## config.mk

```make
export PLATFORM = sky130hd
export DESIGN_NAME = vna_ctrl
export DESIGN_NICKNAME = d
export VERILOG_FILES = /design/src/vna_pkg.sv /design/src/vna_ctrl.sv
export SDC_FILE = /design/constraint.sdc
export NUM_CORES = 1
export LEC_CHECK = 0
export ABC_AREA = 1
export BUFFER_PORTS_ARGS = -buffer_cell sky130_fd_sc_hd__buf_4
export CAP_MARGIN = 40
export CORE_MARGIN = 2
export CORE_UTILIZATION = 45
export DETAILED_ROUTE_END_ITERATION = 8
export MAX_ROUTING_LAYER = met4
export PLACE_DENSITY_LB_ADDON = 0.08
export SKIP_CTS_REPAIR_TIMING = 1
export SYNTH_ARGS = -nofsm -noshare
export SYNTH_HDL_FRONTEND = slang
export SYNTH_SLANG_ARGS = --single-unit
export TNS_END_PERCENT = 1
```

## constraint.sdc

```tcl
create_clock -name i_clk -period 1.6 [get_ports i_clk]
set_input_delay 0.16 -clock i_clk [delete_from_list [all_inputs] [get_ports i_clk]]
set_output_delay 0.16 -clock i_clk [all_outputs]
set_load 0.01 [all_outputs]
```

## src/vna_pkg.sv

```systemverilog
// shared types, constants and the command/status structs for the normal accumulator
package vna_pkg;

    localparam int VERTEX_SLOTS_DEF = 1024;
    localparam int COORD_BITS_DEF   = 16;
    localparam int SUM_BITS_DEF     = 24;

    localparam int IDX_W   = 10;
    localparam int FIELD_W = 16;
    localparam int Q14_W   = 16;
    localparam int MAG_W   = 64;
    localparam int ROOT_W  = 32;
    localparam int QUO_W   = 15;

    typedef enum logic [1:0] {
        MODE_LOAD = 2'd0,
        MODE_TRI  = 2'd1,
        MODE_READ = 2'd2,
        MODE_NONE = 2'd3
    } t_mode;

    typedef enum logic [4:0] {
        ST_IDLE,
        ST_LOAD,
        ST_RDA,
        ST_RDB,
        ST_RDC,
        ST_EDGE,
        ST_MUL,
        ST_CROSS,
        ST_NORM,
        ST_ACC_A,
        ST_WR_A,
        ST_ACC_B,
        ST_WR_B,
        ST_ACC_C,
        ST_WR_C,
        ST_RDS,
        ST_SUMV,
        ST_NORM_RD,
        ST_OUT
    } t_state;

    typedef enum logic [3:0] {
        CMD_NOP,
        CMD_CAPTURE,
        CMD_LOAD,
        CMD_RD_POS_A,
        CMD_RD_POS_B,
        CMD_RD_POS_C,
        CMD_EDGE,
        CMD_MUL,
        CMD_CROSS,
        CMD_ACC_RD,
        CMD_ACC_WR,
        CMD_RD_SUM,
        CMD_SUM_VEC,
        CMD_OUT
    } t_dp_op;

    typedef enum logic [1:0] {
        CORNER_A = 2'd0,
        CORNER_B = 2'd1,
        CORNER_C = 2'd2
    } t_corner;

    typedef struct packed {
        t_dp_op  op;
        t_corner corner;
        logic    norm_start;
    } t_dp_cmd;

    typedef struct packed {
        t_mode mode;
        logic  idx_ok;
        logic  tri_ok;
        logic  norm_done;
        logic  norm_zero;
        logic  out_taken;
    } t_dp_status;

endpackage

```

## src/vna_ctrl.sv

```systemverilog
// controller state machine sequencing the datapath per request
module vna_ctrl (
    input  logic                i_clk,
    input  logic                i_rst_n,
    input  logic                i_valid,
    output logic                o_stall,
    input  vna_pkg::t_dp_status i_status,
    output vna_pkg::t_dp_cmd    o_cmd
);

    vna_pkg::t_state r_state, n_state;

    always_comb begin
        n_state = r_state;
        unique case (r_state)
            vna_pkg::ST_IDLE: if (i_valid) n_state = vna_pkg::ST_LOAD;
            vna_pkg::ST_LOAD: begin
                unique case (i_status.mode)
                    vna_pkg::MODE_LOAD: n_state = vna_pkg::ST_IDLE;
                    vna_pkg::MODE_TRI:
                        n_state = i_status.tri_ok ? vna_pkg::ST_RDA : vna_pkg::ST_IDLE;
                    vna_pkg::MODE_READ: n_state = vna_pkg::ST_RDS;
                    default: n_state = vna_pkg::ST_IDLE;
                endcase
            end
            vna_pkg::ST_RDA:   n_state = vna_pkg::ST_RDB;
            vna_pkg::ST_RDB:   n_state = vna_pkg::ST_RDC;
            vna_pkg::ST_RDC:   n_state = vna_pkg::ST_EDGE;
            vna_pkg::ST_EDGE:  n_state = vna_pkg::ST_MUL;
            vna_pkg::ST_MUL:   n_state = vna_pkg::ST_CROSS;
            vna_pkg::ST_CROSS: n_state = vna_pkg::ST_NORM;
            vna_pkg::ST_NORM: begin
                if (i_status.norm_done)
                    n_state = i_status.norm_zero ? vna_pkg::ST_IDLE : vna_pkg::ST_ACC_A;
            end
            vna_pkg::ST_ACC_A: n_state = vna_pkg::ST_WR_A;
            vna_pkg::ST_WR_A:  n_state = vna_pkg::ST_ACC_B;
            vna_pkg::ST_ACC_B: n_state = vna_pkg::ST_WR_B;
            vna_pkg::ST_WR_B:  n_state = vna_pkg::ST_ACC_C;
            vna_pkg::ST_ACC_C: n_state = vna_pkg::ST_WR_C;
            vna_pkg::ST_WR_C:  n_state = vna_pkg::ST_IDLE;
            vna_pkg::ST_RDS:   n_state = vna_pkg::ST_SUMV;
            vna_pkg::ST_SUMV:  n_state = vna_pkg::ST_NORM_RD;
            vna_pkg::ST_NORM_RD: if (i_status.norm_done) n_state = vna_pkg::ST_OUT;
            vna_pkg::ST_OUT:   if (i_status.out_taken) n_state = vna_pkg::ST_IDLE;
            default: n_state = vna_pkg::ST_IDLE;
        endcase
    end

    always_comb begin
        o_cmd.op = vna_pkg::CMD_NOP;
        o_cmd.corner = vna_pkg::CORNER_A;
        o_cmd.norm_start = 1'b0;
        o_stall = 1'b1;
        unique case (r_state)
            vna_pkg::ST_IDLE: begin
                o_stall = 1'b0;
                o_cmd.op = vna_pkg::CMD_CAPTURE;
            end
            vna_pkg::ST_LOAD: begin
                if (i_status.mode == vna_pkg::MODE_LOAD && i_status.idx_ok)
                    o_cmd.op = vna_pkg::CMD_LOAD;
            end
            vna_pkg::ST_RDA: o_cmd.op = vna_pkg::CMD_RD_POS_A;
            vna_pkg::ST_RDB: begin
                o_cmd.op = vna_pkg::CMD_RD_POS_B;
                o_cmd.corner = vna_pkg::CORNER_B;
            end
            vna_pkg::ST_RDC: begin
                o_cmd.op = vna_pkg::CMD_RD_POS_C;
                o_cmd.corner = vna_pkg::CORNER_C;
            end
            vna_pkg::ST_EDGE:  o_cmd.op = vna_pkg::CMD_EDGE;
            vna_pkg::ST_MUL:   o_cmd.op = vna_pkg::CMD_MUL;
            vna_pkg::ST_CROSS: o_cmd.op = vna_pkg::CMD_CROSS;
            vna_pkg::ST_NORM: begin
                o_cmd.norm_start = 1'b1;
                o_cmd.op = vna_pkg::CMD_ACC_RD;
            end
            vna_pkg::ST_ACC_A: o_cmd.op = vna_pkg::CMD_ACC_RD;
            vna_pkg::ST_WR_A:  o_cmd.op = vna_pkg::CMD_ACC_WR;
            vna_pkg::ST_ACC_B: begin
                o_cmd.op = vna_pkg::CMD_ACC_RD;
                o_cmd.corner = vna_pkg::CORNER_B;
            end
            vna_pkg::ST_WR_B: begin
                o_cmd.op = vna_pkg::CMD_ACC_WR;
                o_cmd.corner = vna_pkg::CORNER_B;
            end
            vna_pkg::ST_ACC_C: begin
                o_cmd.op = vna_pkg::CMD_ACC_RD;
                o_cmd.corner = vna_pkg::CORNER_C;
            end
            vna_pkg::ST_WR_C: begin
                o_cmd.op = vna_pkg::CMD_ACC_WR;
                o_cmd.corner = vna_pkg::CORNER_C;
            end
            vna_pkg::ST_RDS:  o_cmd.op = vna_pkg::CMD_RD_SUM;
            vna_pkg::ST_SUMV: o_cmd.op = vna_pkg::CMD_SUM_VEC;
            vna_pkg::ST_NORM_RD: o_cmd.norm_start = 1'b1;
            vna_pkg::ST_OUT: if (i_status.out_taken) o_cmd.op = vna_pkg::CMD_OUT;
            default: ;
        endcase
    end

    always_ff @(posedge i_clk) begin
        if (!i_rst_n) begin
            r_state <= vna_pkg::ST_IDLE;
        end else begin
            r_state <= n_state;
        end
    end

endmodule

```

# == After elaboration in Yosys (flattened, before gate mapping) ==
# Cells that the tools add are included.
# totals
regBits,5
out_inout_bits,8
elab_cells,48
inputBits,10
# op_classes
eq_ne,24
mux,14
reduce_logical,9
# ops
cell,count
$pmux W5 S18,1
$pmux W4 S13,1
$eq A5 B4 Y1 const B,8
$eq A5 B3 Y1 const B,4
$mux W5,4
$eq A5 B5 Y1 const B,3
$eq A5 B2 Y1 const B,2
$reduce_or A3 Y1,3
$mux W4,2
$ne A2 B2 Y1 const B,4
$pmux W4 S2,1
$eq A5 B1 Y1 const B,1
$logic_not A5 Y1,1
$mux W2,2
$pmux W2 S2,1
$reduce_and A4 Y1,1
$reduce_or A4 Y1,1
$eq A2 B1 Y1 const B,1
$eq A2 B2 Y1 const B,1
$logic_not A2 Y1,1
$mux W1,2
$reduce_or A2 Y1,1
$logic_and A1 B1 Y1,1

# == Depth between registers and ports, before layout ==
# Gate-level depths: netlist of the first run.
# depth
ltp_word,4
mapped_depth,9
mapped_depth_nobuf,9

# == Least setup slack after synthesis of the first run ==
# OpenSTA, ideal clock, no wires.
# synth_path
kind,reg2out
from,register r_state[4]
to,output port o_cmd[6] (netlist bit)
path_buffers,1
arrival_ns,1.126
stages_incl_launch_ff,6
required_ns,1.440
slack_ns,0.314
path_cell_list,dfxtp_1 > inv_2 > buf_6 > nor4_2 > nor2_1 > nand3_1
# synth_lines
item,line,rtl
from (decl),vna_ctrl.sv:11,"vna_pkg::t_state r_state, n_state;"
from (signal assigned),vna_ctrl.sv:108,r_state <= vna_pkg::ST_IDLE;
from (signal assigned),vna_ctrl.sv:110,r_state <= n_state;
to (decl),vna_ctrl.sv:8,output vna_pkg::t_dp_cmd o_cmd

==> results of run 1 <==
==> synthesized netlist by cell type <==
cell type,instances
nor2_2,5
nand4_1,4
ha_1,4
nand2_2,4
o21ai_0,2
nor2_4,3
o211ai_1,1
o21ai_1,2
a21oi_2,1
nor4_2,1
dfxtp_1,5
buf_6,1
nand3_2,2
inv_1,13
o21ai_2,1
a21oi_1,8
nand2_1,22
nand3_1,14
nor3_2,1
nand4_2,1
nand3b_1,2
inv_2,3
nor2_1,17
==> where the power goes <==
part | total, uW | switching [uW] | internal (uW)
Combinational | 517 | 313 | 205
Clock | 143 | 49.3 | 94.2
Sequential | 195 | 44.7 | 150
==> final cells by class <==
cell class	count	area [um2]	area share [%]
clock buffers	4	26.3	2.66
inverters	16	70.1	7.10
multi-input cells	95	604	61.2
flip-flops and latches	5	116	11.8
well taps	16	20.0	2.03
repair buffers	20	150	15.2
==> per-stage QoR <==
step	worst slack [ps]	hold slack [ps]	std cells	util, %
after global placement	86.1	463	151	57.7
final	-24.1	228	156	66.3
after global routing	-94.2	231	156	66.3
after detailed placement	65.7	468	151	57.7
after floorplan	314	342	117	-
after CTS	-189	223	155	59.5
==> per-layer routing <==
metal	share of wire, %	vias to the layer above
met5	0	-
met4	0.70	0
met3	6.3	4
met2	48	39
met1	45	386
li1	-	434
==> logic make-up (layout without fill, tap and decap cells) <==
group / after synthesis / in the layout / synth area share (%)
AOI/OAI and AO/OA: 15 / 15 / 12.0
DFF: 5 / 5 / 14.1
and+or+nand+nor: 76 / 76 / 56.7
buffers and inverters: 17 / 40 / 10.1
adders and majority gates: 4 / 4 / 7.07
==> worst paths after layout <==
| kind | from | end | slack [ps] | cells after the start |
|---|---|---|---|---|
| max reg2reg | r_state[3] | r_state[0] | 270 | 8 |
| min | i_rst_n | r_state[4] | 230 | 3 |
| max | r_state[3] | o_cmd[5] | -20 | 7 |
| min reg2reg | r_state[4] | r_state[4] | 590 | 2 |
==> critical path: stages (launching register included) <==
cell     delay, ps
dfxtp_2        380
nor2_2          50
buf_4          160
inv_1          150
o21ai_1        100
nor2_1         160
nand2_1         80
buf_4          140
==> qor.yml, run 1 <==
drc: 0
cts_root_buf: "clkbuf_4"
yosys.area.top_type_share_pct: 14.1
grt_max_degree: 13
layout_common_cells: "buf_4 (20), nand2_1 (19), nor2_1 (14)"
violations: "setup timing"
place_area_um2: 860
synth_area_leader_cell: "dfxtp_1"
start_kind: "flip-flop"
p_leak_uw: 0.000512
place_congestion: 1.02
die_w_um: 43.7
reg_top3: "r_state: 5 flops"
max-vdd-ir-drop_v: 0.000867
firstDrtPassIters: 4
die_h_um: 43.7
grtUsageMet3_pct: 6.67
fp.dieArea_um2: 1910
max_freq_mhz: 616
clk_pin_slew_ps: 50
drt_iter0_markers: 17
cts_max_path_buffers: 2
yosysSeqAreaShare_pct: 14.1
synth.distinct_cells: 23
routedWlPerCell_um: 12.8
overflow: 0
worstPathArrival_ps: 1460
nNetsFinal: 155
finalHoldViolCount: 0
layout_commonest_cell: "buf_4"
power.density_nw_per_um2: 867
insertedDiodeCount: 0
antenna_found_initial: 0
grt_pass1_vias: 765
period_share_pct: 102
setup.worst_path.end_class: "output pin"
htree_levels: 1
worst_slack_ps: -24.1
top_register: "r_state"
numCtsBuffers: 3
vias_per_cell: 5.53
layout_min_cycle_time_ps: 1620
synthCells: 117
synth_fp_nets: 131
cp.required_ps: 1440
start_util_pct: 47.6
ys_ff_latch: 5
tightest_slew_ps: 231
drive_gt1_share_pct: 43.6
relSlewSlack_pct: 84.4
grt_pass1_wl_mm: 3.11
drv_slew: 0
grt_use_total_pct: 21.8
core.rowCount: 14
core_area_um2: 1490
synth_area_leaders: "dfxtp_1 (14%), nand2_1 (12%), nand3_1 (9.9%)"
maxCapViolCount: 0
wirelength_mm: 1.99
skew_ps: 7.00
synth_area_per_cell_um2: 6.05
grtUsageMet1_pct: 26.5
cts_tree: "yes"
critPathMaxFanout: 9
worstSkewPairLatency_ps: 240
status: "complete, but fails checks"
nFillCells: 132
areaGrowthSynthToFinish_pct: 39.4
syn-cell-area_um2: 708
worstSetupPathType: "reg2out"
rsz0062_at_grt: "true"
setup_viol: 3
synth_warnings: 0
cts.sinks: 5
fin_tns_setup_ps: -33.7
port_buffers: 17
final_cell_area_um2: 987
ant_nets: 0
largest_reg_flops: 5
min_path_type: "in2reg"
totalPowerFinal_uw: 856
ios: 18
met2_usage_pct: 35.9
post-dp-hpwl_mm: 1.49
vias: 863
busiest_layer: "met2"
Note: power is estimated with default switching activity, not from simulation.
==> run 2, diff against run 1 <==
Settings changed: CTS_BUF_LIST set to sky130_fd_sc_hd__clkbuf_4.
==> run 2 against run 1 <==
Clock power is 12% higher. Critical endpoint unchanged. Critical path type unchanged. Highest routed layer unchanged. The run still ends with setup timing left. Largest cell class unchanged. Hold slack about the same. Global-route usage stayed put.
==> qor.yml, run 2 (synthesized netlist as in run 1, its figures left out) <==
critPathMostFrequentCell: "buf_4"
top_register: "r_state"
reg_top3: "r_state: 5 flops"
final_core_util_pct: 66.6  # +0.25 points
port_buffers: 17  # unchanged
firstDrtPassIters: 4  # unchanged
cts_tree: "yes"
multi_input_area_um2: 604  # unchanged
power.density_nw_per_um2: 881  # +1.6%
grt_pass1_vias: 765  # unchanged
setup.worst_path.end_class: "output pin"
layout_commonest_cell: "buf_4"
fp.dieArea_um2: 1910  # unchanged
tightest_slew_ps: 231  # +0.000119 ps
die_w_um: 43.7  # unchanged
grt_use_total_pct: 21.8  # unchanged
cts.sinks: 5  # unchanged
drv_slew: 0  # unchanged
overflow: 0  # unchanged
slowest_stage: "dfxtp_2"
wirelength_mm: 2.00  # +0.10%
numCtsBuffers: 3  # unchanged
cts_root_buf: "clkbuf_4"
min_path_type: "in2reg"
vias_per_cell: 5.53  # -0.12%
drive_gt1_share_pct: 44.3  # +0.71 points
clk_pin_slew_ps: 50  # about the same
cp_cell_sequence: "nor2_2, buf_4, inv_1, o21ai_1, nor2_1, nand2_1, buf_4"
insertedDiodeCount: 0  # unchanged
setup.worst_path.start: "r_state[3]"
routedWlPerCell_um: 12.8  # +0.10%
period_share_pct: 101  # -0.19 points
grt_max_degree: 13  # unchanged
die_h_um: 43.7  # unchanged
core_area_um2: 1490  # unchanged
cp.required_ps: 1440  # about the same
nFillCells: 130  # -1.5%
start_util_pct: 47.6  # unchanged
vias: 862  # -0.12%
start_kind: "flip-flop"
ios: 18  # unchanged
max-vdd-ir-drop_v: 0.000942  # +8.6%
critPathMaxFanout: 9  # unchanged
status: "complete, but fails checks"
worstPathArrival_ps: 1460  # about the same
worstSetupPathType: "reg2out"
cts_max_path_buffers: 2  # unchanged
antenna_found_initial: 0  # unchanged
p_leak_uw: 0.000516  # +0.67%
r2r-start: "r_state[3]"
nNetsFinal: 155  # unchanged
finalHoldViolCount: 0  # unchanged
pre_cts_slack_ps: 65.7  # unchanged
worst_slack_ps: -21.1  # +3.04 ps
worstHoldStart: "i_rst_n"
critPathMaxStageDelay_ps: 380  # about the same
core.rowCount: 14  # unchanged
violations: "setup timing"
rsz0062_at_grt: "true"
skew_ps: 6.89  # -0.110 ps
relSlewSlack_pct: 84.4  # unchanged
place_congestion: 1.02  # unchanged
largest_reg_flops: 5  # unchanged
layout_min_cycle_time_ps: 1620  # -3.04 ps
ant_nets: 0  # unchanged
drt_iter0_markers: 17  # unchanged
maxCapViolCount: 0  # unchanged
layout_common_cells: "buf_4 (20), nand2_1 (19), nor2_1 (14)"
register_area_um2: 116  # unchanged
drc: 0  # unchanged
grt_pass1_wl_mm: 3.11  # unchanged
htree_levels: 1  # unchanged
areaGrowthSynthToFinish_pct: 39.9
setup_viol: 3  # unchanged
post-dp-hpwl_mm: 1.49  # unchanged
max_freq_mhz: 617  # +0.19%
worstSkewPairLatency_ps: 240  # about the same
-- run 2: cell counts in the layout (fill, tap and decap cells not counted) --
No cell type changed its count.
-- run 2: per-layer routing --
| metal | part of all wire (%) | GRT usage [%] | vias to the layer above |
|---|---|---|---|
| li1 | - | - | 435 |
| met1 | 44 | 26.5 | 383 |
| met2 | 48 | 35.9 | 40 |
| met3 | 6.8 | 6.67 | 4 |
| met4 | 0.70 | 3.64 | 0 |
| met5 | 0 | - | - |
-- run 2: where the power goes --
part / leakage, uW / internal [uW] / switching [uW] / total, uW
Sequential: 0.0000441 / 150 / 44.7 / 195
Combinational: 0.000453 / 205 / 312 / 517
Clock: 0.0000184 / 111 / 49.4 / 160
-- run 2: final cells by class --
cell class                 count  share of cell area [%]
clock buffer                   4                    3.03
inverter                      16                    7.07
multi-input combinational     95                    61.0
sequential                     5                    11.7
tap                           16                    2.02
timing repair buffer          20                    15.2
-- run 2: per-stage QoR --
stage	power, uW	instance area, um2	instances	setup TNS (ps)	hold slack [ps]
global route	937	991	156	-331	230
detailed placement	657	860	151	0	468
global placement	661	860	151	0	463
floorplan	487	708	117	0	342
CTS	822	890	155	-632	223
finish	873	991	156	-35.7	228
-- run 2: path summary, 6_finish.rpt --
kind	endpoint	slack [ps]	depth (start not counted)
worst max-delay path	o_cmd[5]	-20	7
worst min-delay path	r_state[4]	230	3
worst max register to register	r_state[0]	270	8
worst min register to register	r_state[4]	590	2
-- run 2: critical path: cells and delay by family (launching register included) --
family                 cells  cell delay, ps
buffers and inverters      3             450
AND/OR/NAND/NOR            3             280
flip-flops                 1             380
AO/OA/AOI/OAI              1             100
==> run 3, diff against run 2 <==
Settings changed: GPL_TIMING_DRIVEN set to 0, SKIP_CTS_REPAIR_TIMING 1 to not set.
==> run 3 against run 2 <==
The flow still finishes with violations (setup timing). Sequential power up 6%. First-iteration DRC count is 47% higher. Global-route usage is 3.3 points higher. Clock-buffer cell count did not move. Non-clock buffer count up 17. Critical endpoint unchanged. Largest cell class unchanged.
==> qor.yml, run 3 (synthesized netlist as in run 1, its figures left out) <==
status: "complete, but fails checks"
violations: "setup timing"
cp.required_ps: 1440  # about the same
worstSetupPathType: "reg2out"
grt_pass1_wl_mm: 3.55  # +14%
reg_top3: "r_state: 5 flops"
hold-path-cell-count: 3  # unchanged
worstHoldStart: "i_rst_n"
numCtsBuffers: 3  # unchanged
firstDrtPassIters: 4  # unchanged
min_path_type: "in2reg"
drt_iter0_markers: 25  # +8
overflow: 0  # unchanged
grt_pass1_vias: 868  # +13%
maxCapViolCount: 0  # unchanged
p_leak_uw: 0.000629  # +22%
period_share_pct: 103  # +1.5 points
layout_commonest_cell: "buf_4"
clk_pin_slew_ps: 50  # about the same
drive_gt1_share_pct: 57.3  # +13 points
cts_root_buf: "clkbuf_4"
worstPathArrival_ps: 1490  # +30 ps
rsz0062_at_grt: "true"
register_area_um2: 119  # +2.2%
insertedDiodeCount: 0  # unchanged
fp.dieArea_um2: 1910  # unchanged
post-dp-hpwl_mm: 1.52  # +2.4%
place_congestion: 0.909  # -11%
wirelength_mm: 2.44  # +22%
setup.worst_path.end_class: "output pin"
core_area_um2: 1490  # unchanged
critPathMaxFanout: 5  # -4
htree_levels: 1  # unchanged
antenna_found_initial: 0  # unchanged
nNetsFinal: 172  # +11%
die_w_um: 43.7  # unchanged
max_freq_mhz: 608  # -1.5%
routedWlPerCell_um: 14.1  # +10%
skew_ps: 6.58  # -0.313 ps
fin_tns_setup_ps: -79.6  # -43.9 ps
max-vdd-ir-drop_v: 0.000940  # -0.24%
core.rowCount: 14  # unchanged
start_kind: "flip-flop"
r2r-end: "r_state[3]"
grt_max_degree: 9  # -4
port_buffers: 17  # unchanged
ctsHoldBuffers: 0
areaGrowthSynthToFinish_pct: 72.8
die_h_um: 43.7  # unchanged
setup_viol: 3  # unchanged
drc: 0  # unchanged
drv_slew: 0  # unchanged
cts_tree: "yes"
worst_slack_ps: -45.7  # -24.6 ps
power.density_nw_per_um2: 857  # -2.7%
relSlewSlack_pct: 81.6  # -2.8 points
r2r_cells: 10  # +2
grt_use_total_pct: 25.1  # +3.3 points
cts.sinks: 5  # unchanged
hold_path_end: "r_state[4]"
nFillCells: 99  # -24%
layout_min_cycle_time_ps: 1650  # +24.6 ps
totalPowerFinal_uw: 1050  # +20%
tightest_slew_ps: 273  # +41.7 ps
ant_nets: 0  # unchanged
r2r-start: "r_state[3]"
start_util_pct: 47.6  # unchanged
cts_max_path_buffers: 2  # unchanged
top_register: "r_state"
vias_per_cell: 5.57  # +0.74%
ios: 18  # unchanged
finalHoldViolCount: 0  # unchanged
largest_reg_flops: 5  # unchanged
layout_common_cells: "buf_4 (32), nand2_1 (18), inv_1 (11)"
worstSkewPairLatency_ps: 240  # about the same
vias: 963  # +12%
multi_input_area_um2: 691  # +14%
rrSetupSlack_ps: 190  # -80 ps
[run 3: cell types whose count changed in the layout (fill, tap and decap cells not counted), moves of 2 or more]
cell and change:
buf_4 +12, buf_6 +5, nand3_1 -5, nand3_2 +5, nor2_1 -4, nor2_4 +4
nand2_4 +3, inv_4 +2, nand2_2 -2
[run 3: timing repair]
action | in CTS | in global routing
setup endpoints to repair | 6 | 5
pin swaps | 6 | 13
cloned | 1 | 0
buffers inserted | 9 | 9
resized for setup | 27 | 27
[run 3: worst max-delay path: stages (launching register included)]
cell	delay, ps
dfxtp_4	370
buf_4	140
nor2_4	170
nand3_2	140
o21ai_1	140
nor2_2	80
nand2_1	80
buf_4	120
[run 3: layout make-up]
| class | instances | area share, % |
|---|---|---|
| multi-input cells | 95 | 56.4 |
| repair buffers | 36 | 23.3 |
| flip-flops and latches | 5 | 9.71 |
| inverters | 16 | 5.52 |
| clock buffers | 4 | 2.45 |
| well taps | 16 | 1.64 |
| plain buffers | 1 | 0.920 |
[run 3: routing by layer]
metal  GRT usage, %  up-vias  share of wire (%)
met3           5.00        4                6.6
li1               -      469                  -
met2           39.7       48                 50
met1           31.2      442                 42
met5              -        -                  0
met4           9.70        0                1.5
[run 3: worst max-delay path by stage]
| stage | start | to | slack (ps) | depth (start not counted) |
|---|---|---|---|---|
| 6_report | r_state[3] | o_cmd[5] | -50 | 7 |
| 3_5_place_dp | r_state[4] | o_cmd[4] | 30 | 7 |
| 4_1_cts | r_state[2] | o_cmd[6] | -2 | 6 |
| 3_3_place_gp | r_state[4] | o_cmd[4] | 50 | 7 |
| 2_1_floorplan | r_state[4] | o_cmd[6] | 310 | 5 |
| 5_1_grt | r_state[3] | o_cmd[4] | -110 | 7 |
[run 3: per-stage QoR]
| step | setup slack (ps) | hold WS, ps | std cells | utilization, % | instance area, um2 |
|---|---|---|---|---|---|
| final | -45.7 | 205 | 173 | 82.2 | 1220 |
| after global routing | -108 | 203 | 173 | 82.2 | 1220 |
| after CTS | -1.97 | 204 | 164 | 70.7 | 1050 |
| after detailed placement | 29.2 | 457 | 150 | 57.5 | 856 |
| after global placement | 51.2 | 451 | 150 | 57.5 | 856 |
| after floorplan | 314 | 342 | 117 | - | 708 |
[run 3: where the power goes]
part	switching [uW]	internal [uW]	total, uW
Combinational	376	302	678
Clock	52.5	111	164
Sequential	56.6	150	207
